===== src/rtl/core/bmprle_pkg.sv =====
// Shared types and constants of the bitmap RLE run decoder.
// No dependencies; used by every module of the block.
`default_nettype none

package bmprle_pkg;

	localparam int DEF_MAX_WIDTH  = 4096;
	localparam int DEF_MAX_HEIGHT = 4096;

	localparam int BYTE_W     = 8;
	localparam int X_W        = 12;
	localparam int ROW_W      = 12;
	localparam int COUNT_W    = 21;
	localparam int IDX_W      = 8;
	localparam int CFG_IDX_W  = 2;
	localparam int CFG_DATA_W = 13;

	localparam int QUEUE_DEPTH = 4;
	localparam int QUO_W       = 9;
	localparam int DIV_STEPS   = QUO_W;

	localparam logic [IDX_W-1:0] NIBBLE_MASK = 8'h0F;

	localparam logic [CFG_IDX_W-1:0] REG_NIBBLE_MODE  = 2'd0;
	localparam logic [CFG_IDX_W-1:0] REG_IMAGE_WIDTH  = 2'd1;
	localparam logic [CFG_IDX_W-1:0] REG_IMAGE_HEIGHT = 2'd2;
	localparam logic [CFG_IDX_W-1:0] REG_BOTTOM_UP    = 2'd3;

	localparam logic [BYTE_W-1:0] ESC_EOL   = 8'd0;
	localparam logic [BYTE_W-1:0] ESC_EOB   = 8'd1;
	localparam logic [BYTE_W-1:0] ESC_DELTA = 8'd2;

	typedef enum logic [2:0] {
		PH_COUNT,
		PH_VALUE,
		PH_ESC,
		PH_DX,
		PH_DY,
		PH_ABS,
		PH_PAD
	} phase_t;

	typedef enum logic [1:0] {
		CMD_RUN,
		CMD_EOL,
		CMD_EOB,
		CMD_DELTA
	} cmd_kind_t;

	// delta: cnt carries dx, idx_even carries dy
	typedef struct packed {
		cmd_kind_t          kind;
		logic [BYTE_W-1:0]  cnt;
		logic [IDX_W-1:0]   idx_even;
		logic [IDX_W-1:0]   idx_odd;
	} cmd_t;

	typedef enum logic [1:0] {
		BK_IDLE,
		BK_MUL,
		BK_CMP,
		BK_DIV
	} back_state_t;

endpackage

`default_nettype wire


===== src/rtl/core/bmprle_front.sv =====
// Stream parser: turns compressed bytes into run, line, delta and end commands.
// Depends on bmprle_pkg.
`default_nettype none

module bmprle_front (
	input  wire logic                        clk,
	input  wire logic                        arst_n,
	input  wire logic                        nibble_mode,
	input  wire logic                        stream_valid,
	output logic                             stream_stall,
	input  wire logic [bmprle_pkg::BYTE_W-1:0] stream_byte,
	input  wire logic                        push_ready,
	output logic                             push_valid,
	output bmprle_pkg::cmd_t                 push_cmd
);

	bmprle_pkg::phase_t phase_q, phase_d;
	logic [bmprle_pkg::BYTE_W-1:0] held_q, held_d;
	logic [bmprle_pkg::BYTE_W-1:0] left_q, left_d;
	logic [bmprle_pkg::BYTE_W-1:0] dx_q, dx_d;
	logic pad_q, pad_d;

	logic acc;
	logic [bmprle_pkg::IDX_W-1:0] hi_idx, lo_idx;
	logic [bmprle_pkg::BYTE_W:0] abs_bytes;
	logic [bmprle_pkg::BYTE_W-1:0] take;

	assign acc          = stream_valid && push_ready;
	assign stream_stall = !push_ready;
	assign hi_idx       = (stream_byte >> 4) & bmprle_pkg::NIBBLE_MASK;
	assign lo_idx       = stream_byte & bmprle_pkg::NIBBLE_MASK;
	assign abs_bytes    = nibble_mode ? ((9'(stream_byte) + 9'd1) >> 1) : 9'(stream_byte);

	always_comb begin
		if (nibble_mode && left_q >= 8'd2) begin
			take = 8'd2;
		end else if (left_q >= 8'd1) begin
			take = 8'd1;
		end else begin
			take = 8'd0;
		end
	end

	always_ff @(posedge clk or negedge arst_n) begin
		if (!arst_n) begin
			phase_q <= bmprle_pkg::PH_COUNT;
			held_q  <= '0;
			left_q  <= '0;
			dx_q    <= '0;
			pad_q   <= 1'b0;
		end else if (acc) begin
			phase_q <= phase_d;
			held_q  <= held_d;
			left_q  <= left_d;
			dx_q    <= dx_d;
			pad_q   <= pad_d;
		end
	end

	always_comb begin
		phase_d           = phase_q;
		held_d            = held_q;
		left_d            = left_q;
		dx_d              = dx_q;
		pad_d             = pad_q;
		push_valid        = 1'b0;
		push_cmd.kind     = bmprle_pkg::CMD_RUN;
		push_cmd.cnt      = '0;
		push_cmd.idx_even = nibble_mode ? hi_idx : stream_byte;
		push_cmd.idx_odd  = nibble_mode ? lo_idx : stream_byte;
		case (phase_q)
			bmprle_pkg::PH_COUNT: begin
				if (stream_byte != '0) begin
					held_d  = stream_byte;
					phase_d = bmprle_pkg::PH_VALUE;
				end else begin
					phase_d = bmprle_pkg::PH_ESC;
				end
			end
			bmprle_pkg::PH_VALUE: begin
				push_valid   = acc;
				push_cmd.cnt = held_q;
				phase_d      = bmprle_pkg::PH_COUNT;
			end
			bmprle_pkg::PH_ESC: begin
				if (stream_byte == bmprle_pkg::ESC_EOL) begin
					push_valid    = acc;
					push_cmd.kind = bmprle_pkg::CMD_EOL;
					phase_d       = bmprle_pkg::PH_COUNT;
				end else if (stream_byte == bmprle_pkg::ESC_EOB) begin
					push_valid    = acc;
					push_cmd.kind = bmprle_pkg::CMD_EOB;
					held_d        = '0;
					left_d        = '0;
					dx_d          = '0;
					pad_d         = 1'b0;
					phase_d       = bmprle_pkg::PH_COUNT;
				end else if (stream_byte == bmprle_pkg::ESC_DELTA) begin
					phase_d = bmprle_pkg::PH_DX;
				end else begin
					left_d  = stream_byte;
					pad_d   = abs_bytes[0];
					phase_d = bmprle_pkg::PH_ABS;
				end
			end
			bmprle_pkg::PH_DX: begin
				dx_d    = stream_byte;
				phase_d = bmprle_pkg::PH_DY;
			end
			bmprle_pkg::PH_DY: begin
				push_valid        = acc;
				push_cmd.kind     = bmprle_pkg::CMD_DELTA;
				push_cmd.cnt      = dx_q;
				push_cmd.idx_even = stream_byte;
				phase_d           = bmprle_pkg::PH_COUNT;
			end
			bmprle_pkg::PH_ABS: begin
				push_valid   = acc;
				push_cmd.cnt = take;
				left_d       = left_q - take;
				if (left_d == '0) begin
					phase_d = pad_q ? bmprle_pkg::PH_PAD : bmprle_pkg::PH_COUNT;
				end
			end
			bmprle_pkg::PH_PAD: begin
				pad_d   = 1'b0;
				phase_d = bmprle_pkg::PH_COUNT;
			end
			default: begin
				phase_d = bmprle_pkg::PH_COUNT;
			end
		endcase
	end

endmodule

`default_nettype wire


===== src/rtl/core/bmprle_fifo.sv =====
// Short command queue between parser and run executor.
// Depends on bmprle_pkg.
`default_nettype none

module bmprle_fifo (
	input  wire logic       clk,
	input  wire logic       arst_n,
	input  wire logic       push_valid,
	input  wire bmprle_pkg::cmd_t push_cmd,
	output logic            push_ready,
	output logic            pop_valid,
	output bmprle_pkg::cmd_t pop_cmd,
	input  wire logic       pop
);

	localparam int DEPTH = bmprle_pkg::QUEUE_DEPTH;
	localparam int PTR_W = $clog2(DEPTH);
	localparam int CNT_W = $clog2(DEPTH + 1);

	bmprle_pkg::cmd_t store_q [DEPTH];
	logic [PTR_W-1:0] wr_ptr_q, rd_ptr_q;
	logic [CNT_W-1:0] count_q;
	logic do_push, do_pop;

	assign push_ready = (count_q != CNT_W'(DEPTH));
	assign pop_valid  = (count_q != '0);
	assign pop_cmd    = store_q[rd_ptr_q];
	assign do_push    = push_valid && push_ready;
	assign do_pop     = pop && pop_valid;

	always_ff @(posedge clk) begin
		if (do_push) begin
			store_q[wr_ptr_q] <= push_cmd;
		end
	end

	always_ff @(posedge clk or negedge arst_n) begin
		if (!arst_n) begin
			wr_ptr_q <= '0;
			rd_ptr_q <= '0;
			count_q  <= '0;
		end else begin
			if (do_push) begin
				wr_ptr_q <= (wr_ptr_q == PTR_W'(DEPTH - 1)) ? '0 : PTR_W'(wr_ptr_q + 1'b1);
			end
			if (do_pop) begin
				rd_ptr_q <= (rd_ptr_q == PTR_W'(DEPTH - 1)) ? '0 : PTR_W'(rd_ptr_q + 1'b1);
			end
			if (do_push && !do_pop) begin
				count_q <= CNT_W'(count_q + 1'b1);
			end else if (do_pop && !do_push) begin
				count_q <= CNT_W'(count_q - 1'b1);
			end
		end
	end

endmodule

`default_nettype wire


===== src/rtl/core/bmprle_back.sv =====
// Run executor: tracks column and line, clips runs, resolves delta moves,
// and holds the result register. Depends on bmprle_pkg.
`default_nettype none

module bmprle_back #(
	parameter int MAX_WIDTH  = bmprle_pkg::DEF_MAX_WIDTH,
	parameter int MAX_HEIGHT = bmprle_pkg::DEF_MAX_HEIGHT
) (
	input  wire logic                               clk,
	input  wire logic                               arst_n,
	input  wire logic [$clog2(MAX_WIDTH+1)-1:0]     img_w,
	input  wire logic [$clog2(MAX_HEIGHT+1)-1:0]    img_h,
	input  wire logic                               bottom_up,
	input  wire logic                               cmd_valid,
	input  wire bmprle_pkg::cmd_t                   cmd,
	output logic                                    cmd_pop,
	output logic                                    run_valid,
	input  wire logic                               run_stall,
	output logic [bmprle_pkg::X_W-1:0]              start_x,
	output logic [bmprle_pkg::ROW_W-1:0]            start_row,
	output logic [bmprle_pkg::COUNT_W-1:0]          pixel_count,
	output logic [bmprle_pkg::IDX_W-1:0]            index_even,
	output logic [bmprle_pkg::IDX_W-1:0]            index_odd,
	output logic                                    end_of_image
);

	localparam int W_W    = $clog2(MAX_WIDTH + 1);
	localparam int H_W    = $clog2(MAX_HEIGHT + 1);
	localparam int B_W    = bmprle_pkg::BYTE_W;
	localparam int N_W    = (W_W > B_W) ? W_W : B_W;
	localparam int P_W    = W_W + H_W;
	localparam int F_W    = W_W + B_W;
	localparam int CMP_W  = ((P_W > F_W) ? P_W : F_W) + 1;
	localparam int S_W    = N_W + 1;
	localparam int D_W    = W_W + bmprle_pkg::QUO_W;
	localparam int STEP_W = $clog2(bmprle_pkg::DIV_STEPS);
	localparam int QW     = bmprle_pkg::QUO_W;

	bmprle_pkg::back_state_t bst_q, bst_d;
	logic [W_W-1:0] col_q, col_d;
	logic [H_W-1:0] line_q, line_d;
	logic [STEP_W-1:0] step_q, step_d;
	logic run_valid_q, run_valid_d;

	logic [B_W-1:0] dx_q, dy_q;
	logic [W_W-1:0] xn_q;
	logic [H_W-1:0] ln_q, base_q;
	logic in_img_q;
	logic [P_W-1:0] prod_rem_q;
	logic [F_W-1:0] prod_f_q;
	logic [S_W-1:0] div_rem_q;
	logic [QW-1:0] quo_q;

	logic at_end;
	logic [W_W-1:0] xn, room, run_n;
	logic [H_W-1:0] ln, h_left;
	logic [N_W-1:0] cnt_ext, room_ext;
	logic out_free;
	logic [P_W-1:0] prod_rem_v;
	logic [F_W-1:0] prod_f_v;
	logic [CMP_W-1:0] rem_v, f_v, dn;
	logic clip;
	logic [D_W-1:0] dvs, dr_ext;
	logic dfit;
	logic [S_W-1:0] dr_next;
	logic [QW-1:0] quo_next;
	logic delta_start, delta_div;

	logic e_load, e_eoi;
	logic [W_W-1:0] e_x;
	logic [H_W-1:0] e_line, e_row;
	logic [CMP_W-1:0] e_n;
	logic [bmprle_pkg::IDX_W-1:0] e_ev, e_od;

	assign at_end   = (col_q == img_w);
	assign xn       = at_end ? '0 : col_q;
	assign ln       = at_end ? H_W'(line_q + 1'b1) : line_q;
	assign room     = (line_q < img_h && col_q < img_w) ? W_W'(img_w - col_q) : '0;
	assign cnt_ext  = N_W'(cmd.cnt);
	assign room_ext = N_W'(room);
	assign run_n    = W_W'((cnt_ext < room_ext) ? cnt_ext : room_ext);
	assign out_free = !run_valid_q || !run_stall;
	assign cmd_pop  = cmd_valid && (bst_q == bmprle_pkg::BK_IDLE) && out_free;

	assign h_left     = H_W'(img_h - ln_q);
	assign prod_rem_v = h_left * img_w;
	assign prod_f_v   = dy_q * img_w;
	assign rem_v      = CMP_W'(prod_rem_q) - CMP_W'(xn_q);
	assign f_v        = CMP_W'(prod_f_q) + CMP_W'(dx_q);
	assign clip       = !in_img_q || (f_v >= rem_v);
	assign dn         = clip ? rem_v : f_v;

	assign dvs      = D_W'(img_w) << step_q;
	assign dr_ext   = D_W'(div_rem_q);
	assign dfit     = (dr_ext >= dvs);
	assign dr_next  = dfit ? S_W'(dr_ext - dvs) : div_rem_q;
	assign quo_next = dfit ? (quo_q | (QW'(1) << step_q)) : quo_q;

	assign e_row = bottom_up ? H_W'(img_h - 1'b1 - e_line) : e_line;

	always_comb begin
		bst_d       = bst_q;
		col_d       = col_q;
		line_d      = line_q;
		step_d      = step_q;
		delta_start = 1'b0;
		delta_div   = 1'b0;
		e_load      = 1'b0;
		e_eoi       = 1'b0;
		e_x         = col_q;
		e_line      = line_q;
		e_n         = '0;
		e_ev        = '0;
		e_od        = '0;
		case (bst_q)
			bmprle_pkg::BK_IDLE: begin
				if (cmd_pop) begin
					case (cmd.kind)
						bmprle_pkg::CMD_RUN: begin
							if (run_n != '0) begin
								e_load = 1'b1;
								e_n    = CMP_W'(run_n);
								e_ev   = cmd.idx_even;
								e_od   = cmd.idx_odd;
								col_d  = W_W'(col_q + run_n);
							end
						end
						bmprle_pkg::CMD_EOL: begin
							if (room != '0) begin
								e_load = 1'b1;
								e_n    = CMP_W'(room);
							end
							if (line_q < H_W'(MAX_HEIGHT)) begin
								line_d = H_W'(line_q + 1'b1);
							end
							col_d = '0;
						end
						bmprle_pkg::CMD_EOB: begin
							e_load = 1'b1;
							e_eoi  = 1'b1;
							col_d  = '0;
							line_d = '0;
						end
						bmprle_pkg::CMD_DELTA: begin
							delta_start = 1'b1;
							bst_d       = bmprle_pkg::BK_MUL;
						end
						default: begin
						end
					endcase
				end
			end
			bmprle_pkg::BK_MUL: begin
				bst_d = bmprle_pkg::BK_CMP;
			end
			bmprle_pkg::BK_CMP: begin
				if (out_free) begin
					if (in_img_q && dn != '0) begin
						e_load = 1'b1;
						e_x    = xn_q;
						e_line = ln_q;
						e_n    = dn;
					end
					if (clip) begin
						line_d = img_h;
						col_d  = '0;
						bst_d  = bmprle_pkg::BK_IDLE;
					end else begin
						step_d = STEP_W'(bmprle_pkg::DIV_STEPS - 1);
						bst_d  = bmprle_pkg::BK_DIV;
					end
				end
			end
			bmprle_pkg::BK_DIV: begin
				delta_div = 1'b1;
				if (step_q == '0) begin
					col_d  = W_W'(dr_next);
					line_d = H_W'(base_q + quo_next);
					bst_d  = bmprle_pkg::BK_IDLE;
				end else begin
					step_d = STEP_W'(step_q - 1'b1);
				end
			end
			default: begin
				bst_d = bmprle_pkg::BK_IDLE;
			end
		endcase
		run_valid_d = e_load ? 1'b1 : (run_stall ? run_valid_q : 1'b0);
	end

	always_ff @(posedge clk or negedge arst_n) begin
		if (!arst_n) begin
			bst_q       <= bmprle_pkg::BK_IDLE;
			col_q       <= '0;
			line_q      <= '0;
			step_q      <= '0;
			run_valid_q <= 1'b0;
		end else begin
			bst_q       <= bst_d;
			col_q       <= col_d;
			line_q      <= line_d;
			step_q      <= step_d;
			run_valid_q <= run_valid_d;
		end
	end

	always_ff @(posedge clk) begin
		if (delta_start) begin
			dx_q     <= cmd.cnt;
			dy_q     <= cmd.idx_even;
			xn_q     <= xn;
			ln_q     <= ln;
			in_img_q <= (ln < img_h);
		end
		if (bst_q == bmprle_pkg::BK_MUL) begin
			prod_rem_q <= prod_rem_v;
			prod_f_q   <= prod_f_v;
		end
		if (bst_q == bmprle_pkg::BK_CMP) begin
			div_rem_q <= S_W'(xn_q) + S_W'(dx_q);
			quo_q     <= '0;
			base_q    <= H_W'(ln_q + dy_q);
		end
		if (delta_div) begin
			div_rem_q <= dr_next;
			quo_q     <= quo_next;
		end
		if (e_load) begin
			start_x      <= e_eoi ? '0 : bmprle_pkg::X_W'(e_x);
			start_row    <= e_eoi ? '0 : bmprle_pkg::ROW_W'(e_row);
			pixel_count  <= bmprle_pkg::COUNT_W'(e_n);
			index_even   <= e_ev;
			index_odd    <= e_od;
			end_of_image <= e_eoi;
		end
	end

	assign run_valid = run_valid_q;

endmodule

`default_nettype wire


===== src/rtl/core/bitmap_rle_run_decoder_core.sv =====
// Top level of the bitmap RLE run decoder: config registers, parser, queue, executor.
// Depends on bmprle_pkg, bmprle_front, bmprle_fifo and bmprle_back.
//
// Usage:
//   cfg channel (cfg_valid/cfg_ready, cfg_index, cfg_data) writes nibble_mode,
//   image_width, image_height and bottom_up; cfg_ready is always high. Write
//   only while the decoder is idle.
//   stream channel (stream_valid/stream_stall) takes one compressed byte per
//   cycle while stream_stall is low; run channel (run_valid/run_stall) gives
//   at most one run per byte. Throughput: one byte per cycle for runs, end of
//   line and end of bitmap while run_stall is low. A delta escape holds the
//   executor through command pickup, one multiply stage, one compare stage and,
//   unless the move is clipped, nine divider steps for the new column.
//   A result passes the command queue, then the output register.
//   A 4-entry command queue parts parser and executor; stream_stall rises
//   when it is full. A stalled result stays in the output register.
//   Reset: RLE8, width 1, height 1, bottom-up, position at column 0 line 0.
`default_nettype none

module bitmap_rle_run_decoder_core #(
	parameter int MAX_WIDTH  = bmprle_pkg::DEF_MAX_WIDTH,
	parameter int MAX_HEIGHT = bmprle_pkg::DEF_MAX_HEIGHT
) (
	input  wire logic                              clk,
	input  wire logic                              arst_n,
	input  wire logic                              cfg_valid,
	output logic                                   cfg_ready,
	input  wire logic [bmprle_pkg::CFG_IDX_W-1:0]  cfg_index,
	input  wire logic [bmprle_pkg::CFG_DATA_W-1:0] cfg_data,
	input  wire logic                              stream_valid,
	output logic                                   stream_stall,
	input  wire logic [bmprle_pkg::BYTE_W-1:0]     stream_byte,
	output logic                                   run_valid,
	input  wire logic                              run_stall,
	output logic [bmprle_pkg::X_W-1:0]             start_x,
	output logic [bmprle_pkg::ROW_W-1:0]           start_row,
	output logic [bmprle_pkg::COUNT_W-1:0]         pixel_count,
	output logic [bmprle_pkg::IDX_W-1:0]           index_even,
	output logic [bmprle_pkg::IDX_W-1:0]           index_odd,
	output logic                                   end_of_image
);

	localparam int W_W = $clog2(MAX_WIDTH + 1);
	localparam int H_W = $clog2(MAX_HEIGHT + 1);

	logic nibble_mode_q, bottom_up_q;
	logic [W_W-1:0] image_width_q, w_clamp;
	logic [H_W-1:0] image_height_q, h_clamp;
	logic cfg_wr;

	logic push_valid, push_ready, pop_valid, pop;
	bmprle_pkg::cmd_t push_cmd, pop_cmd;

	assign cfg_ready = 1'b1;
	assign cfg_wr    = cfg_valid && cfg_ready;

	assign w_clamp = (cfg_data == '0) ? W_W'(1) :
		(32'(cfg_data) > MAX_WIDTH) ? W_W'(MAX_WIDTH) : W_W'(cfg_data);
	assign h_clamp = (cfg_data == '0) ? H_W'(1) :
		(32'(cfg_data) > MAX_HEIGHT) ? H_W'(MAX_HEIGHT) : H_W'(cfg_data);

	always_ff @(posedge clk or negedge arst_n) begin
		if (!arst_n) begin
			nibble_mode_q  <= 1'b0;
			image_width_q  <= W_W'(1);
			image_height_q <= H_W'(1);
			bottom_up_q    <= 1'b1;
		end else if (cfg_wr) begin
			case (cfg_index)
				bmprle_pkg::REG_NIBBLE_MODE:  nibble_mode_q  <= cfg_data[0];
				bmprle_pkg::REG_IMAGE_WIDTH:  image_width_q  <= w_clamp;
				bmprle_pkg::REG_IMAGE_HEIGHT: image_height_q <= h_clamp;
				bmprle_pkg::REG_BOTTOM_UP:    bottom_up_q    <= cfg_data[0];
				default: begin
				end
			endcase
		end
	end

	bmprle_front u_front (
		.clk          (clk),
		.arst_n       (arst_n),
		.nibble_mode  (nibble_mode_q),
		.stream_valid (stream_valid),
		.stream_stall (stream_stall),
		.stream_byte  (stream_byte),
		.push_ready   (push_ready),
		.push_valid   (push_valid),
		.push_cmd     (push_cmd)
	);

	bmprle_fifo u_fifo (
		.clk        (clk),
		.arst_n     (arst_n),
		.push_valid (push_valid),
		.push_cmd   (push_cmd),
		.push_ready (push_ready),
		.pop_valid  (pop_valid),
		.pop_cmd    (pop_cmd),
		.pop        (pop)
	);

	bmprle_back #(
		.MAX_WIDTH  (MAX_WIDTH),
		.MAX_HEIGHT (MAX_HEIGHT)
	) u_back (
		.clk          (clk),
		.arst_n       (arst_n),
		.img_w        (image_width_q),
		.img_h        (image_height_q),
		.bottom_up    (bottom_up_q),
		.cmd_valid    (pop_valid),
		.cmd          (pop_cmd),
		.cmd_pop      (pop),
		.run_valid    (run_valid),
		.run_stall    (run_stall),
		.start_x      (start_x),
		.start_row    (start_row),
		.pixel_count  (pixel_count),
		.index_even   (index_even),
		.index_odd    (index_odd),
		.end_of_image (end_of_image)
	);

endmodule

`default_nettype wire


===== config.mk =====
export PLATFORM = sky130hd
export DESIGN_NAME = bitmap_rle_run_decoder_core
export DESIGN_NICKNAME = d
export VERILOG_FILES = /design/src/rtl/core/bmprle_pkg.sv /design/src/rtl/core/bmprle_front.sv /design/src/rtl/core/bmprle_fifo.sv /design/src/rtl/core/bmprle_back.sv /design/src/rtl/core/bitmap_rle_run_decoder_core.sv
export SDC_FILE = /design/constraint.sdc
export NUM_CORES = 2
export LEC_CHECK = 0
export ABC_AREA = 0
export BUFFER_PORTS_ARGS = -buffer_cell sky130_fd_sc_hd__buf_2
export CAP_MARGIN = 20
export CORE_ASPECT_RATIO = 0.7
export CORE_MARGIN = 2
export CORE_UTILIZATION = 62
export CTS_BUF_LIST = sky130_fd_sc_hd__clkbuf_4 sky130_fd_sc_hd__clkbuf_8
export DETAILED_ROUTE_END_ITERATION = 12
export PLACE_DENSITY = 0.79
export SLEW_MARGIN = 20
export SYNTH_ARGS = -nofsm -noshare
export SYNTH_HDL_FRONTEND = slang
export SYNTH_SLANG_ARGS = --single-unit

===== constraint.sdc =====
create_clock -name clk -period 14.9 [get_ports clk]
set_clock_uncertainty 0.15 [all_clocks]
set_input_delay 0.745 -clock clk [delete_from_list [all_inputs] [get_ports clk]]
set_output_delay 0.745 -clock clk [all_outputs]
set_load 0.05 [all_outputs]

# == Word-level counts from Yosys, hierarchy flattened ==
# Memories as Yosys holds them, arrays and structs flattened.
# Cells that the tools add are included.
# word_totals
regBits,284
mem_bits_rw,104
input_bits,28
output_inout_bits,65
elab_cells,269
mem_count,1
# classes
addsub,19
mul,2
magnitude_cmp,10
n_eq_ne,39
shifts,2
muxes,105
bitwise,1
n_reduce_logical,56
# memory_table
name,words,word_bits,rd,rd_ports_with_merged_regs,wr,line,source
u_fifo.store_q,4,26,1,0,1,bmprle_fifo.sv:20,bmprle_pkg::cmd_t store_q [DEPTH];
# ops
op,count
two-way mux 13 bit,17
two-way mux 12 bit,7
case mux 21 bit (2 select lines),2
case mux 13 bit (3 select lines),2
two-way mux 8 bit,9
two-way mux 21 bit,3
case mux 13 bit (2 select lines),2
case mux 8 bit (2 select lines),3
two-way mux 14 bit,3
< comparator 13 bit,3
greater-or-equal comparator 27 bit,1
two-way mux 27 bit,1
two-way mux 9 bit,3
nonzero test 27 bit,1
subtractor 26 x 13 -> 27 bit,1
multiplier 13 x 13 -> 26 bit,1
nonzero test 13 bit,2
subtractor 13 bit,2
case mux 8 bit (3 select lines),1
AND reduction 4 bit,6
two-way mux 1 bit,23
adder 21 x 8 -> 22 bit,1
greater-or-equal comparator 14 x 22 -> 1 bit,1
two-way mux 2 bit,11
other kinds (58),128

# == Longest topological paths before layout ==
# logic_depth
depth_word,11
mapped_depth,42

# == Cells and area by module ==
# A second synthesis with hierarchy kept.
# hier_totals
hier_cells,3248
area_unflattened_um2,32592.5
# by_module_without_submodules
mod,instances,cells_per_inst,area_per_inst_um2,seq_area_each_um2
bmprle_back,1,2753,25354.3,6471.2
bmprle_fifo,1,172,4189.0,3298.2
bmprle_front,1,208,1856.8,700.7
bitmap_rle_run_decoder_core,1,115,1192.4,704.4

# == Worst setup path after synthesis ==
# No wires, ideal clock.
# synth_path
path_type,register to register
startpoint,register image_height_q[1]
endpoint,register u_back.prod_rem_q[25] (data pin)
setup_time_ns,0.259
arrival_time_ns,7.411
required_ns,14.491
path_slack_ns,7.080
stages_incl_launch_ff,33
path_buffers,1
path_cell_list,dfrtp_1 ha_1 nor2b_1 o21ai_0 a21boi_0 o21ai_0 nand2_1 and2_1 o21ai_0 nand2b_1 a21o_1 a21o_1 a21o_1 a21oi_1 xnor2_1 clkbuf_1 nand2_1 fa_1 inv_1 fa_1 fa_1 inv_1 fa_1 inv_1 fa_1 ha_1 o21a_1 o41a_1 a41o_1 o211a_1 o21a_1 o2111a_1 a211o_1
# synth_via
elab_chain_cells,2
# synth_rtl
item,line,source
"start, declared",bitmap_rle_run_decoder_core.sv:48,"logic [H_W-1:0] image_height_q, h_clamp;"
"start signal, assigned",bitmap_rle_run_decoder_core.sv:72,bmprle_pkg::REG_IMAGE_HEIGHT: image_height_q <= h_clamp;
subtractor 13 bit,bmprle_back.sv:85,assign h_left = H_W'(img_h - ln_q);
multiplier 13 x 13 -> 26 bit,bmprle_back.sv:86,assign prod_rem_v = h_left * img_w;
net u_back.prod_rem_v[25],bmprle_back.sv:59,logic [P_W-1:0] prod_rem_v;
"end signal, assigned",bmprle_back.sv:216,prod_rem_q <= prod_rem_v;
"end, declared",bmprle_back.sv:49,logic [P_W-1:0] prod_rem_q;
# The timed path passes the listed nets, and every way through them passes these cells.
# A chain may end at the register's enable or synchronous reset.

# == Worst setup path in the final report ==
# layout_path
startpoint,register u_back.ln_q[1]
endpoint,register u_back.prod_rem_q[25] (data pin)
# layout_via
elab_chain_cells,2
# layout_rtl
item,line,source
"start, declared",bmprle_back.sv:47,"logic [H_W-1:0] ln_q, base_q;"
"start signal, assigned",bmprle_back.sv:212,ln_q <= ln;
subtractor 13 bit,bmprle_back.sv:85,
multiplier 13 x 13 -> 26 bit,bmprle_back.sv:86,
net u_back.prod_rem_v[25],bmprle_back.sv:59,
# The timed path passes the listed nets, and every way through them passes these cells.

==> metrics.cfg <==
[floorplanning]
io_pins=93
die_height_um=195
die_area_mm2=0.0541
rows=70
start_util_pct=62.3
dieWidth_um=277
core-area_mm2=0.0519

[worst_setup_path]
required_ns=15.18
cp_common_cell=fa_1
slowest_delay_ns=0.76
cp_max_fo=13
reg2reg_depth=32
worstSetupEndpointType=flop
crit_slowest_cell=xor2_1
ff2ff_setup_slack_ns=6.07
criticalPathCategory=flop to flop
r2r-start=u_back.ln_q[1]$_DFFE_PP_
worst_ep_arrival_time_ns=9.11
timing.rr.end=u_back.prod_rem_q[25]$_DFFE_PN_
startpoint_type=flop

[layout]
multi_input_area_mm2=0.0194
syn_to_final_growth_pct=7.86
final_nets=3831
regArea_mm2=0.0112
mostFrequentLayoutCells=370 x inv_1, 301 x nand2_1, 293 x ha_1
design_area_mm2=0.0349
final_common_cell=inv_1
nFillCells=3971
drive_gt1_share_pct=10.4

[clocking]
numClockSinks=388
worstSkewPairLatency_ns=0.69
path_clk_slew_ns=0.07
clockBufferDepth=3
htree_levels=2
cts_setup_buffers=0
cts_tree=built
cts_root_buf=clkbuf_8
cts_made_buffers=60

[synthesis]
synth_top_area_share_pct=27.1
seq_area_frac_synth_pct=34.5
synth-compound-area-share_pct=12.3
synthAdderAreaFrac_pct=23.7
synth.area.top_cells=edfxtp_1 27%, fa_1 12%, ha_1 11%
avgSynthCellArea_um2=9.99
yosys.area_share.simple_pct=14.8
ys_seq_elements=388
synth_cell_types=92
synth_edf_count=292
synth-xor-area-share_pct=4.44
yosysWarningCount=0
muxShareOfSynthArea_pct=4.46
synthArstFlopShare_pct=24.7
synth_top_family_by_area=adder cells
synth_top_area_cell=edfxtp_1
syn_area_mm2=0.0324
ys.flop_type=edfxtp_1
synthCells=3241

[sta]
tightest_slew_ns=1.15
hold_viol=0
whs_ns=0.203
fin_crit_ns=8.83
fmaxAchievable_mhz=113
post-route-period-util_pct=59.3
slew_viol_final=0
fin_tns_setup_ns=0
setup_violations=0
slew-limit-headroom_pct=22.3
grt_setup_unrepaired=false

[grt]
top_usage_layer=met1
grt_pass1_vias=25100
grt-ovfl-total=0
gr-usage-met1_pct=51.3
grt_antenna_before_repair=3
grt_use_met3_pct=7.04
grt_use_met2_pct=49.2
track_usage_pct=34.1
grt_max_degree=78
grt_pass1_wl_um=142000

[hold_path]
hold_path.class=primary input to flop
holdPathStages=3
hold_end=image_height_q[11]$_DFFE_PN0P_
hold_start=cfg_data[11]

[place]
port_buffers=91
hpwl_um=70100
dpl_cell_area_mm2=0.0336
globalplace.congestion=1.05

[detailed_routing]
drt_pass1_iterations=6
first_iter_violations=3127
route.detailed.drc=0
viasPerCell=6.31
wirelength_um=91400
vias=25500
wl_per_cell_um=22.6
ant_nets=0

[status]
status=finished, final reports clean

[run]
drv_cap=0

## Yosys cell counts, drive strengths merged, types with 13 or more instances
cell type,n
nor2b,51
inv,372
ha,293
xnor2,112
or3,15
fa,199
nor3,48
o21bai,24
or2,13
and3,16
nand4,23
edfxtp,292
a21oi,161
a22o,18
nor2,229
nand2b,34
o22ai,13
nand2,301
mux2i,27
dfrtp,93
and2,167
a31oi,16
nor4,14
o21ai,157
o21a,21
xor2,52
mux2,38
a211oi,25
clkbuf,115
a21o,64
mux4,33
nand3,36
a21boi,15
## repair_timing
| item | 4_1_cts | 5_1_grt |
|---|---|---|
| hold endpoints to repair | 19 | 0 |
| resized for setup | 0 | 0 |
| hold buffers | 1 | 0 |
## cell families after synthesis
logic type / count (synthesis)
AO/OA/AOI/OAI: 618
AND/OR/NAND/NOR: 981
adder cells (fa/ha/maj): 493
other: 2
flip-flops: 388
XOR/XNOR: 164
buffers and inverters: 497
multiplexers: 98
## per-layer routing
metal	vias up	wire, µm
li1	11300	-
met1	12500	39500
met2	1479	38700
met3	218	10200
met4	2	3090
met5	-	13
## worst max-delay path: cells and delay by family, from the launching register on
family	cells	cell delay, ns
DFF	1	0.42
and+or+nand+nor	6	0.76
buffers and inverters	4	0.34
AOI/OAI and AO/OA	14	3.02
adders and majority gates	7	3.14
xor gates and xnor gates	1	0.76
## how the worst max path moves through the flow
stage | start | slack (ns) | to | depth (start not counted)
global route | u_back.ln_q[1]$_DFFE_PP_ | 5.53 | u_back.prod_rem_q[25]$_DFFE_PN_ | 32
detailed placement | u_back.ln_q[1]$_DFFE_PP_ | 6.18 | u_back.prod_rem_q[25]$_DFFE_PN_ | 32
CTS | u_back.ln_q[1]$_DFFE_PP_ | 6.15 | u_back.prod_rem_q[25]$_DFFE_PN_ | 32
global placement | u_back.ln_q[1]$_DFFE_PP_ | 6.36 | u_back.prod_rem_q[25]$_DFFE_PN_ | 32
floorplan | image_height_q[1]$_DFFE_PN0P_ | 7.08 | u_back.prod_rem_q[25]$_DFFE_PN_ | 32
finish | u_back.ln_q[1]$_DFFE_PP_ | 6.07 | u_back.prod_rem_q[25]$_DFFE_PN_ | 32
## final cells by class
type                    instances  share of cell area [%]
clock buffers                  90                    3.17
repair buffers                129                    2.15
inverters                     373                    4.01
flip-flops and latches        388                    32.0
well taps                     684                    2.45
diodes                          1                 0.00717
clock inverters                23                   0.670
multi-input cells            2359                    55.5
## sequential cells by signal, indices dropped and copies added (netlist names), 9 cells and up
name	count
image_height_q	13
u_back.line_q	13
u_back.start_row	12
u_back.ln_q	13
u_back.xn_q	13
u_back.div_rem_q	14
u_back.pixel_count	21
u_back.prod_rem_q	26
u_fifo.store_q	104
u_back.start_x	12
u_back.prod_f_q	21
u_back.col_q	13
u_back.quo_q	9
u_back.base_q	13
image_width_q	13
## per-stage QoR
step	worst slack (ns)	cells	util (%)
2_1_floorplan	7.08	3244	-
3_3_place_gp	6.36	3932	64.6
3_5_place_dp	6.18	3932	64.6
4_1_cts	6.15	4046	67.2
5_1_grt	5.53	4046	67.2
6_report	6.07	4047	67.2
Power is not shown: default switching activity piles up to over one toggle a cycle in this logic, so the estimate is an artifact.
